$ cat src/rtl/tle_pkg.sv
// shared types, constants and helpers for the text line tab expander
`timescale 1ns / 1ps
`default_nettype none

package tle_pkg;

  // register indexes on the configuration port
  localparam logic [1:0] CFG_LINE_WIDTH = 2'd0;
  localparam logic [1:0] CFG_SCROLL     = 2'd1;
  localparam logic [1:0] CFG_TAB_SIZE   = 2'd2;
  localparam logic [1:0] CFG_ENCODING   = 2'd3;

  localparam int unsigned CFG_IDX_W  = 2;
  localparam int unsigned CFG_DATA_W = 12;
  localparam int unsigned SCROLL_W   = 12;

  // encoding codes
  localparam logic [1:0] ENC_ASCII = 2'd0;
  localparam logic [1:0] ENC_SJIS  = 2'd1;
  localparam logic [1:0] ENC_EUC   = 2'd2;

  // cell kinds
  localparam logic [1:0] KIND_SPACE  = 2'd0;
  localparam logic [1:0] KIND_SINGLE = 2'd1;
  localparam logic [1:0] KIND_PAIR   = 2'd2;

  // special bytes
  localparam logic [7:0] BYTE_NUL     = 8'h00;
  localparam logic [7:0] BYTE_TAB     = 8'h09;
  localparam logic [7:0] BYTE_NL      = 8'h0a;
  localparam logic [7:0] BYTE_SPACE   = 8'h20;
  localparam logic [7:0] SJIS_LO1     = 8'h81;
  localparam logic [7:0] SJIS_HI1     = 8'h9f;
  localparam logic [7:0] SJIS_LO2     = 8'he0;
  localparam logic [7:0] SJIS_HI2     = 8'hfc;
  localparam logic [7:0] EUC_LO       = 8'ha1;
  localparam logic [7:0] EUC_HI       = 8'hfe;

  localparam logic [6:0] WIDTH_MIN    = 7'd20;
  localparam logic [6:0] RST_WIDTH    = 7'd30;
  localparam logic [8:0] RST_TAB      = 9'd4;
  localparam logic [8:0] TAB_MAX      = 9'd256;

  typedef struct packed {
    logic [6:0]          line_width;
    logic [SCROLL_W-1:0] scroll_offset;
    logic [8:0]          tab_size;
    logic [1:0]          encoding;
  } tle_cfg_t;

  typedef struct packed {
    logic [6:0] cell_first;
    logic [6:0] cell_count;
    logic [1:0] cell_kind;
    logic [7:0] char_first;
    logic [7:0] char_second;
    logic       line_end;
    logic       text_end;
    logic [6:0] line_length;
  } tle_cell_t;

  function automatic logic is_lead(input logic [7:0] b, input logic [1:0] enc);
    logic res;
    res = 1'b0;
    if (enc == ENC_SJIS) begin
      res = (b >= SJIS_LO1 && b <= SJIS_HI1) || (b >= SJIS_LO2 && b <= SJIS_HI2);
    end else if (enc == ENC_EUC) begin
      res = (b >= EUC_LO && b <= EUC_HI);
    end
    return res;
  endfunction

  // tab size as used: zero acts as one, anything above the max is clipped
  function automatic logic [8:0] eff_tab(input logic [8:0] t);
    logic [8:0] res;
    if (t == 9'd0) begin
      res = 9'd1;
    end else if (t > TAB_MAX) begin
      res = TAB_MAX;
    end else begin
      res = t;
    end
    return res;
  endfunction

  function automatic logic [7:0] phase_step(input logic [7:0] p, input logic [8:0] t);
    logic [8:0] p1;
    p1 = {1'b0, p} + 9'd1;
    return (p1 >= t) ? 8'd0 : p1[7:0];
  endfunction

endpackage

`default_nettype wire

$ cat src/rtl/tle_byte_if.sv
// input byte channel
`timescale 1ns / 1ps
`default_nettype none

interface tle_byte_if;
  logic       valid;
  logic       ready;
  logic [7:0] in_byte;

  modport source (output valid, output in_byte, input ready);
  modport sink (input valid, input in_byte, output ready);
endinterface

`default_nettype wire

$ cat src/rtl/tle_cell_if.sv
// result channel carrying the visible cells written by one byte
`timescale 1ns / 1ps
`default_nettype none

interface tle_cell_if;
  logic       valid;
  logic       ready;
  logic [6:0] cell_first;
  logic [6:0] cell_count;
  logic [1:0] cell_kind;
  logic [7:0] char_first;
  logic [7:0] char_second;
  logic       line_end;
  logic       text_end;
  logic [6:0] line_length;

  modport source (output valid, output cell_first, output cell_count, output cell_kind,
                  output char_first, output char_second, output line_end,
                  output text_end, output line_length, input ready);
  modport sink (input valid, input cell_first, input cell_count, input cell_kind,
                input char_first, input char_second, input line_end,
                input text_end, input line_length, output ready);
endinterface

`default_nettype wire

$ cat src/rtl/tle_step.sv
// per-byte placement logic: window clipping, tab fill, pair handling, next state
`timescale 1ns / 1ps
`default_nettype none

module tle_step import tle_pkg::*; #(
  parameter int unsigned COLUMN_BITS = 16,
  parameter int unsigned MAX_CELLS   = 128
) (
  input  logic [7:0]             in_byte_i,
  input  tle_cfg_t               cfg_i,
  input  logic [COLUMN_BITS-1:0] col_i,
  input  logic [7:0]             phase_i,
  input  logic                   lead_pend_i,
  input  logic [7:0]             lead_byte_i,
  output tle_cell_t              cell_o,
  output logic [COLUMN_BITS-1:0] col_o,
  output logic [7:0]             phase_o,
  output logic                   lead_pend_o,
  output logic [7:0]             lead_byte_o
);

  localparam int unsigned VW       = COLUMN_BITS + 2;
  localparam int unsigned WMAX_RAW = ((MAX_CELLS - 2) < 126) ? (MAX_CELLS - 2) : 126;
  localparam logic [6:0]  WMAX     = 7'(WMAX_RAW);

  function automatic logic [COLUMN_BITS-1:0] add_sat(input logic [COLUMN_BITS-1:0] c,
                                                     input logic [8:0] n);
    logic [COLUMN_BITS:0] sum;
    sum = {1'b0, c} + (COLUMN_BITS + 1)'(n);
    return sum[COLUMN_BITS] ? {COLUMN_BITS{1'b1}} : sum[COLUMN_BITS-1:0];
  endfunction

  logic [6:0]           w;
  logic [8:0]           t;
  logic [8:0]           tab_n;
  logic signed [VW-1:0] vis;
  logic signed [VW-1:0] ws;
  logic signed [VW-1:0] ws_m1;
  logic signed [VW-1:0] hi_raw;
  logic signed [VW-1:0] hi;
  logic signed [VW-1:0] lo;
  logic signed [VW-1:0] span;
  logic                 is_end;

  always_comb begin
    if (cfg_i.line_width < WIDTH_MIN) begin
      w = WIDTH_MIN;
    end else if (cfg_i.line_width > WMAX) begin
      w = WMAX;
    end else begin
      w = cfg_i.line_width;
    end
  end

  assign t      = eff_tab(cfg_i.tab_size);
  // stale phase at or above the tab size advances a single column
  assign tab_n  = ({1'b0, phase_i} < t) ? (t - {1'b0, phase_i}) : 9'd1;
  assign vis    = $signed({2'b00, col_i}) -
                  $signed({{(VW - SCROLL_W){1'b0}}, cfg_i.scroll_offset});
  assign ws     = $signed({{(VW - 7){1'b0}}, w});
  assign ws_m1  = ws - $signed(VW'(1));
  assign hi_raw = vis + $signed({{(VW - 9){1'b0}}, tab_n});
  assign hi     = (hi_raw > ws) ? ws : hi_raw;
  assign lo     = (vis < 0) ? '0 : vis;
  assign span   = hi - lo;
  assign is_end = (in_byte_i == BYTE_NUL) || (in_byte_i == BYTE_NL);

  always_comb begin
    cell_o      = '0;
    col_o       = col_i;
    phase_o     = phase_i;
    lead_pend_o = lead_pend_i;
    lead_byte_o = lead_byte_i;
    priority if (is_end) begin
      cell_o.line_end = 1'b1;
      cell_o.text_end = (in_byte_i == BYTE_NUL);
      if (vis < 0) begin
        cell_o.line_length = 7'd0;
      end else if (vis > ws) begin
        cell_o.line_length = w;
      end else begin
        cell_o.line_length = vis[6:0];
      end
      col_o       = '0;
      phase_o     = '0;
      lead_pend_o = 1'b0;
      lead_byte_o = '0;
    end else if (lead_pend_i) begin
      // trail byte: pair drawn whole, one space where half clipped, nothing where fully outside
      if (vis == '1) begin
        cell_o.cell_count = 7'd1;
        cell_o.cell_kind  = KIND_SPACE;
        cell_o.char_first = BYTE_SPACE;
      end else if (vis >= 0 && vis < ws_m1) begin
        cell_o.cell_first  = vis[6:0];
        cell_o.cell_count  = 7'd2;
        cell_o.cell_kind   = KIND_PAIR;
        cell_o.char_first  = lead_byte_i;
        cell_o.char_second = in_byte_i;
      end else if (vis == ws_m1) begin
        cell_o.cell_first = vis[6:0];
        cell_o.cell_count = 7'd1;
        cell_o.cell_kind  = KIND_SPACE;
        cell_o.char_first = BYTE_SPACE;
      end
      col_o       = add_sat(col_i, 9'd2);
      phase_o     = phase_step(phase_step(phase_i, t), t);
      lead_pend_o = 1'b0;
    end else if (in_byte_i == BYTE_TAB) begin
      if (hi > lo) begin
        cell_o.cell_first = lo[6:0];
        cell_o.cell_count = span[6:0];
        cell_o.cell_kind  = KIND_SPACE;
        cell_o.char_first = BYTE_SPACE;
      end
      col_o   = add_sat(col_i, tab_n);
      phase_o = '0;
    end else if (is_lead(in_byte_i, cfg_i.encoding)) begin
      lead_pend_o = 1'b1;
      lead_byte_o = in_byte_i;
    end else begin
      if (vis >= 0 && vis < ws) begin
        cell_o.cell_first = vis[6:0];
        cell_o.cell_count = 7'd1;
        cell_o.cell_kind  = KIND_SINGLE;
        cell_o.char_first = in_byte_i;
      end
      col_o   = add_sat(col_i, 9'd1);
      phase_o = phase_step(phase_i, t);
    end
  end

endmodule

`default_nettype wire

$ cat src/rtl/text_line_tab_expander.sv
// top level of the text line tab expander
//
//  channel  | dir | handshake      | payload
//  byte_i   | in  | valid / ready  | in_byte
//  cell_o   | out | valid / ready  | cell_first .. line_length, one result per byte
//  cfg_*    | in  | cfg_we_i       | cfg_idx_i selects register, cfg_wdata_i data
//
// one byte per cycle sustained while the result channel is not stalled; on the way
// bytes pass an input register, then the step logic fills the result register
// column, tab phase and held lead byte update in the same cycle as the result
// a stalled result holds the result register; the input register still takes one byte
// reset clears the control state and loads the register defaults, but not byte or cell data
`timescale 1ns / 1ps
`default_nettype none

module text_line_tab_expander import tle_pkg::*; #(
  parameter int unsigned COLUMN_BITS = 16,
  parameter int unsigned MAX_CELLS   = 128
) (
  input  logic                  clk_i,
  input  logic                  rst_ni,
  input  logic                  cfg_we_i,
  input  logic [CFG_IDX_W-1:0]  cfg_idx_i,
  input  logic [CFG_DATA_W-1:0] cfg_wdata_i,
  tle_byte_if.sink              byte_i,
  tle_cell_if.source            cell_o
);

  tle_cfg_t               cfg_q;
  logic                   in_vld_q;
  logic [7:0]             in_byte_q;
  logic                   out_vld_q;
  tle_cell_t              cell_q;
  logic [COLUMN_BITS-1:0] col_q;
  logic [7:0]             phase_q;
  logic                   lead_pend_q;
  logic [7:0]             lead_byte_q;

  tle_cell_t              cell_d;
  logic [COLUMN_BITS-1:0] col_d;
  logic [7:0]             phase_d;
  logic                   lead_pend_d;
  logic [7:0]             lead_byte_d;
  logic                   adv;
  logic                   in_take;

  assign adv          = in_vld_q && (!out_vld_q || cell_o.ready);
  assign byte_i.ready = !in_vld_q || adv;
  assign in_take      = byte_i.valid && byte_i.ready;

  always_ff @(posedge clk_i or negedge rst_ni) begin
    if (!rst_ni) begin
      cfg_q.line_width    <= RST_WIDTH;
      cfg_q.scroll_offset <= '0;
      cfg_q.tab_size      <= RST_TAB;
      cfg_q.encoding      <= ENC_ASCII;
    end else if (cfg_we_i) begin
      unique case (cfg_idx_i)
        CFG_LINE_WIDTH: cfg_q.line_width    <= cfg_wdata_i[6:0];
        CFG_SCROLL:     cfg_q.scroll_offset <= cfg_wdata_i[SCROLL_W-1:0];
        CFG_TAB_SIZE:   cfg_q.tab_size      <= cfg_wdata_i[8:0];
        CFG_ENCODING:   cfg_q.encoding      <= cfg_wdata_i[1:0];
        default:        cfg_q               <= cfg_q;
      endcase
    end
  end

  tle_step #(
    .COLUMN_BITS(COLUMN_BITS),
    .MAX_CELLS  (MAX_CELLS)
  ) u_step (
    .in_byte_i  (in_byte_q),
    .cfg_i      (cfg_q),
    .col_i      (col_q),
    .phase_i    (phase_q),
    .lead_pend_i(lead_pend_q),
    .lead_byte_i(lead_byte_q),
    .cell_o     (cell_d),
    .col_o      (col_d),
    .phase_o    (phase_d),
    .lead_pend_o(lead_pend_d),
    .lead_byte_o(lead_byte_d)
  );

  always_ff @(posedge clk_i or negedge rst_ni) begin
    if (!rst_ni) begin
      in_vld_q    <= 1'b0;
      out_vld_q   <= 1'b0;
      col_q       <= '0;
      phase_q     <= '0;
      lead_pend_q <= 1'b0;
      lead_byte_q <= '0;
    end else begin
      if (in_take) begin
        in_vld_q <= 1'b1;
      end else if (adv) begin
        in_vld_q <= 1'b0;
      end
      if (adv) begin
        out_vld_q   <= 1'b1;
        col_q       <= col_d;
        phase_q     <= phase_d;
        lead_pend_q <= lead_pend_d;
        lead_byte_q <= lead_byte_d;
      end else if (cell_o.ready) begin
        out_vld_q <= 1'b0;
      end
    end
  end

  always_ff @(posedge clk_i) begin
    if (in_take) begin
      in_byte_q <= byte_i.in_byte;
    end
    if (adv) begin
      cell_q <= cell_d;
    end
  end

  assign cell_o.valid       = out_vld_q;
  assign cell_o.cell_first  = cell_q.cell_first;
  assign cell_o.cell_count  = cell_q.cell_count;
  assign cell_o.cell_kind   = cell_q.cell_kind;
  assign cell_o.char_first  = cell_q.char_first;
  assign cell_o.char_second = cell_q.char_second;
  assign cell_o.line_end    = cell_q.line_end;
  assign cell_o.text_end    = cell_q.text_end;
  assign cell_o.line_length = cell_q.line_length;

endmodule

`default_nettype wire

$ cat src/flat_wrapper.sv
// flat-port wrapper written by rule: the top's interface ports become plain ports
module text_line_tab_expander_flat import tle_pkg::*;
#(
  parameter int unsigned COLUMN_BITS = 16,
  parameter int unsigned MAX_CELLS   = 128
)
  (clk_i, rst_ni, cfg_we_i, cfg_idx_i, cfg_wdata_i, byte_i_valid, byte_i_in_byte, byte_i_ready, cell_o_valid, cell_o_cell_first, cell_o_cell_count, cell_o_cell_kind, cell_o_char_first, cell_o_char_second, cell_o_line_end, cell_o_text_end, cell_o_line_length, cell_o_ready);
  tle_byte_if byte_i_i ();
  tle_cell_if cell_o_i ();
  input  logic clk_i;
  input  logic rst_ni;
  input  logic cfg_we_i;
  input  logic [CFG_IDX_W-1:0] cfg_idx_i;
  input  logic [CFG_DATA_W-1:0] cfg_wdata_i;
  input wire logic [$bits(byte_i_i.valid)-1:0] byte_i_valid;
  input wire logic [$bits(byte_i_i.in_byte)-1:0] byte_i_in_byte;
  output wire logic [$bits(byte_i_i.ready)-1:0] byte_i_ready;
  output wire logic [$bits(cell_o_i.valid)-1:0] cell_o_valid;
  output wire logic [$bits(cell_o_i.cell_first)-1:0] cell_o_cell_first;
  output wire logic [$bits(cell_o_i.cell_count)-1:0] cell_o_cell_count;
  output wire logic [$bits(cell_o_i.cell_kind)-1:0] cell_o_cell_kind;
  output wire logic [$bits(cell_o_i.char_first)-1:0] cell_o_char_first;
  output wire logic [$bits(cell_o_i.char_second)-1:0] cell_o_char_second;
  output wire logic [$bits(cell_o_i.line_end)-1:0] cell_o_line_end;
  output wire logic [$bits(cell_o_i.text_end)-1:0] cell_o_text_end;
  output wire logic [$bits(cell_o_i.line_length)-1:0] cell_o_line_length;
  input wire logic [$bits(cell_o_i.ready)-1:0] cell_o_ready;
  assign byte_i_i.valid = byte_i_valid;
  assign byte_i_i.in_byte = byte_i_in_byte;
  assign byte_i_ready = byte_i_i.ready;
  assign cell_o_valid = cell_o_i.valid;
  assign cell_o_cell_first = cell_o_i.cell_first;
  assign cell_o_cell_count = cell_o_i.cell_count;
  assign cell_o_cell_kind = cell_o_i.cell_kind;
  assign cell_o_char_first = cell_o_i.char_first;
  assign cell_o_char_second = cell_o_i.char_second;
  assign cell_o_line_end = cell_o_i.line_end;
  assign cell_o_text_end = cell_o_i.text_end;
  assign cell_o_line_length = cell_o_i.line_length;
  assign cell_o_i.ready = cell_o_ready;
  text_line_tab_expander #(.COLUMN_BITS(COLUMN_BITS), .MAX_CELLS(MAX_CELLS)) u_core (.clk_i(clk_i), .rst_ni(rst_ni), .cfg_we_i(cfg_we_i), .cfg_idx_i(cfg_idx_i), .cfg_wdata_i(cfg_wdata_i), .byte_i(byte_i_i), .cell_o(cell_o_i));
endmodule
$ cat config.mk
export PLATFORM = sky130hd
export DESIGN_NAME = text_line_tab_expander_flat
export DESIGN_NICKNAME = d
export VERILOG_FILES = /design/src/rtl/tle_pkg.sv /design/src/rtl/tle_byte_if.sv /design/src/rtl/tle_cell_if.sv /design/src/rtl/tle_step.sv /design/src/rtl/text_line_tab_expander.sv /design/src/flat_wrapper.sv
export SDC_FILE = /design/constraint.sdc
export NUM_CORES = 1
export LEC_CHECK = 0
export ABC_AREA = 0
export BUFFER_PORTS_ARGS = -buffer_cell sky130_fd_sc_hd__buf_2
export CORE_MARGIN = 1
export CORE_UTILIZATION = 40
export CTS_CLUSTER_DIAMETER = 150
export CTS_CLUSTER_SIZE = 24
export DETAILED_ROUTE_END_ITERATION = 10
export GPL_ROUTABILITY_DRIVEN = 0
export GPL_TIMING_DRIVEN = 0
export HOLD_SLACK_MARGIN = 0.06
export PLACE_DENSITY = 0.55
export SYNTH_ARGS = -nofsm -noshare
export SYNTH_HDL_FRONTEND = slang
export SYNTH_HIERARCHICAL = 1
export SYNTH_SLANG_ARGS = --single-unit
$ cat constraint.sdc
create_clock -name clk_i -period 8.9 [get_ports clk_i]
set_input_delay 1.78 -clock clk_i [delete_from_list [all_inputs] [get_ports clk_i]]
set_output_delay 1.78 -clock clk_i [all_outputs]
set_load 0.1 [all_outputs]
==> reports/qor.csv <==
stage,metric,value,unit
clock_tree,H-Tree Level Count,4,
logic_synthesis,register area share after synthesis,30.4,%
sta,RSZ-0062 raised after global routing,no,
worst_setup_path,startpoint types,register,
routing,iteration count of the initial detailed-routing pass,5,
sta,Final Hold Viols,0,
sta,measured slew at the worst slew-check pin,0.942,ns
worst_setup_path,WP data required,9.15,ns
clock_tree,clock tree from TritonCTS,yes,
global_routing,vias in the first global route,8217,
floorplan,Row Count,58,
clock_tree,CTS clock-pin slew for the worst setup and hold paths,0.06,ns
routing,post-route ant nets,0,
worst_setup_path,Worst path slowest cell,dfrtp_2,
clock_tree,clk_lat worst skew,0.42,ns
worst_setup_path,CP Class,register to register,
logic_synthesis,Async SR Flop Fraction,57.0,%
sta,Fmax achieved,0.121,GHz
logic_synthesis,Yosys cell types,91,
worst_setup_path,"slowest stage delay, CP",0.46,ns
global_routing,initial antenna violation count,0,
sta,Max Slew Vio Count,0,
logic_synthesis,Post-Synth XOR/XNOR Area,5.99,%
floorplan,Starting Density,40.7,%
routing,DR WL/cell,18.4,µm
layout,Layout Nets,1358,
placement,port bufs,69,
global_routing,"Remaining Overflow, GRT",0,
worst_setup_path,crit path buf inv count,5,
worst_setup_path,CP Capture Type,register,
worst_setup_path,Worst Path Arrival,8.54,ns
layout,Layout Area Growth over Synthesis,14.5,%
floorplan,Chip Width,162,µm
logic_synthesis,proportion of synthesized area in mux cells,8.68,%
outcome,outcome,finished clean,
routing,Iter 0 DRT Violations,584,
logic_synthesis,simple-gate portion of the synthesized area,17.5,%
floorplan,die area,26200,µm²
run,Max Cap Viol,0,
logic_synthesis,yosys warns,6,
global_routing,GRT Resource Usage Total,22.1,%
logic_synthesis,predominant post-synthesis flop cell,dfrtp_1,
floorplan,core area,25100,µm²
routing,vias per cell,5.62,
clock_tree,CTS Hold Buffers Added,0,
logic_synthesis,Synth Instances,1120,
clock_tree,CTS Root Cell,clkbuf_16,
layout,Ant. Diodes,0,
global_routing,largest net degree at the start of global routing,57,
logic_synthesis,mapped cell area,10200,µm²
sta,endpoints failing setup,0,
logic_synthesis,largest family of logic cells by synthesized area,compound AO/OA/AOI/OAI gates,
logic_synthesis,post-synthesis register bit count,114,
layout,multi-input logic area,6710,µm²
sta,Slew HR,36.7,%
worst_setup_path,CP Max Fanout,10,
layout,share of cells above drive strength 1,19.1,%
sta,Final Skew,0.0138,ns
sta,Setup TNS,0,ns
logic_synthesis,number of synthesized flops with an enable pin,49,
hold_path,Hold WC Path Type,register to register,
placement,detailed placement HPWL,22.4,mm
worst_setup_path,"CP delay by family, top",compound AO/OA/AOI/OAI gates,
layout,filler instances,2537,
layout,register area,3110,µm²
sta,final worst path period need,8.29,ns
sta,post-route clock period utilization,93.1,%
logic_synthesis,adder-cell area share of the yosys netlist,14.1,%
routing,drt drc,0,
clock_tree,post-CTS setup buffer count,0,
global_routing,first-pass GRT wire length,44.9,mm
routing,Vias,8789,
clock_tree,clk sinks,114,
routing,total length of routed wires,28.7,mm
logic_synthesis,synthesized area per cell,9.12,µm²
clock_tree,Max clock buf depth,2,
worst_setup_path,Most Frequent Cell on Critical Path,o21ai_0,
logic_synthesis,Synth Area in Compound Gates,18.7,%
floorplan,chip height,162,µm
floorplan,Top-Level Pins,70,
clock_tree,CTS Buf Count,17,
==> cells in the final DEF (no fill, tap or decap), types with 31 or more instances in the layout <==
cell,Yosys,routed
a21oi_1,70,69
a21o_1,32,32
dfrtp_1,60,59
edfxtp_1,49,49
nand2_1,88,88
nor2_1,92,92
o21ai_0,43,43
nand3_1,31,31
ha_1,107,107
inv_1,70,69
xnor2_1,49,49
buf_2,7,75
mux2_2,64,64
==> metrics by stage <==
| step | hold slack [ns] | worst slack, ns | cell area [µm²] | instances | utilization, % |
|---|---|---|---|---|---|
| after floorplan | 0.474 | 1.76 | 10200 | 1129 | - |
| after global placement | 0.482 | 0.518 | 11000 | 1528 | 43.8 |
| after detailed placement | 0.489 | 0.374 | 11100 | 1531 | 44.1 |
| after CTS | 0.504 | 0.335 | 11700 | 1563 | 46.5 |
| after global routing | 0.521 | 0.0303 | 11700 | 1563 | 46.6 |
| final | 0.505 | 0.611 | 11700 | 1563 | 46.6 |
==> cell type report <==
type                            count  area share (%)
Clock buffer                       17            3.64
Timing Repair Buffer               72            3.44
Sequential cell                   114            26.5
Tap cell                          330            3.53
Buffer                             38            1.74
Multi-Input combinational cell    904            57.4
Clock inverter                     15            1.40
Inverter                           73            2.34
==> metal layers <==
metal,up-vias,GRT usage (%),share of wire (%)
li1,4310,-,-
met5,-,0,0
met4,0,8.15,2.7
met2,240,35.2,45
met3,43,2.48,4.5
met1,4196,30.9,48
==> path summary, 6_finish.rpt <==
path	start	endpoint	slack (ns)	cells past startpoint
setup / recovery	u_core/cfg_q[10]$_DFFE_PN0P_	u_core/cell_o.cell_first[0]$_DFFE_PP_	0.61	39
hold / removal	u_core/col_q[15]$_DFFE_PN0P_	u_core/col_q[15]$_DFFE_PN0P_	0.50	1
setup reg to reg	u_core/cfg_q[10]$_DFFE_PN0P_	u_core/cell_o.cell_first[0]$_DFFE_PP_	0.61	39
hold reg to reg	u_core/col_q[15]$_DFFE_PN0P_	u_core/col_q[15]$_DFFE_PN0P_	0.50	1
max in group asynchronous	rst_ni	u_core/cfg_q[24]$_DFFE_PN1P_	7.12	2
min in group asynchronous	rst_ni	u_core/cfg_q[16]$_DFFE_PN0P_	1.19	1
==> sequential cells by signal (all words and copies together), names as in the netlist <==
register	cells
u_core/cell_o.char_second	8
u_core/cfg_q	30
u_core/cell_o.cell_count	7
u_core/in_byte_q	8
u_core/col_q	16
u_core/lead_byte_q	8
u_core/phase_q	8
u_core/cell_o.line_length	7
u_core/cell_o.char_first	8
u_core/cell_o.cell_kind	2
u_core/cell_o.valid	1
u_core/cell_o.text_end	1
u_core/lead_pend_q	1
u_core/in_vld_q	1
u_core/cell_o.line_end	1
u_core/cell_o.cell_first	7
==> cells by family after synthesis <==
family / count (synthesis)
and+or+nand+nor: 353
other: 1
xor gates and xnor gates: 69
buffers and inverters: 111
muxes: 79
adders and majority gates: 113
DFF: 114
AOI/OAI and AO/OA: 280
==> cell usage after synthesis, types with 11 or more instances <==
library cell	instances	share of area [%]
inv_1	70	2.6
nor3_1	23	1.1
nor2_1	92	3.4
xor2_1	19	1.6
clkbuf_1	20	0.73
edfxtp_1	49	14
dfrtp_1	60	15
ha_1	107	13
a31oi_1	17	1.0
a21oi_1	70	3.4
a21o_1	32	2.4
nand3_1	31	1.5
mux2_2	64	7.1
xnor2_1	49	4.2
o21ai_0	43	2.1
nor2b_1	12	0.73
mux2i_1	11	1.1
nand2b_1	13	0.80
nand4_1	14	0.86
and3_1	18	1.1
and2_1	20	1.2
nand2_1	88	3.2
o21a_1	15	1.1
==> worst register-to-register path, delay by kind of cell, from the launching register on <==
| family | cells | cell delay [ns] |
|---|---|---|
| AO/OA/AOI/OAI | 17 | 3.00 |
| XOR/XNOR | 1 | 0.29 |
| adder cells (fa/ha/maj) | 6 | 1.86 |
| buffers and inverters | 5 | 0.62 |
| flip-flops | 1 | 0.46 |
| multiplexers | 1 | 0.13 |
| AND/OR/NAND/NOR | 9 | 1.80 |
==> what timing repair did <==
action | in CTS | in global routing
endpoints found under the setup margin | 0 | 15
gates resized for setup | 0 | 7
endpoints found under the hold margin | 0 | 0
Power is left out: the tool's default activity adds up to more than one toggle a clock period on the data nets, which glitch-free logic cannot reach.
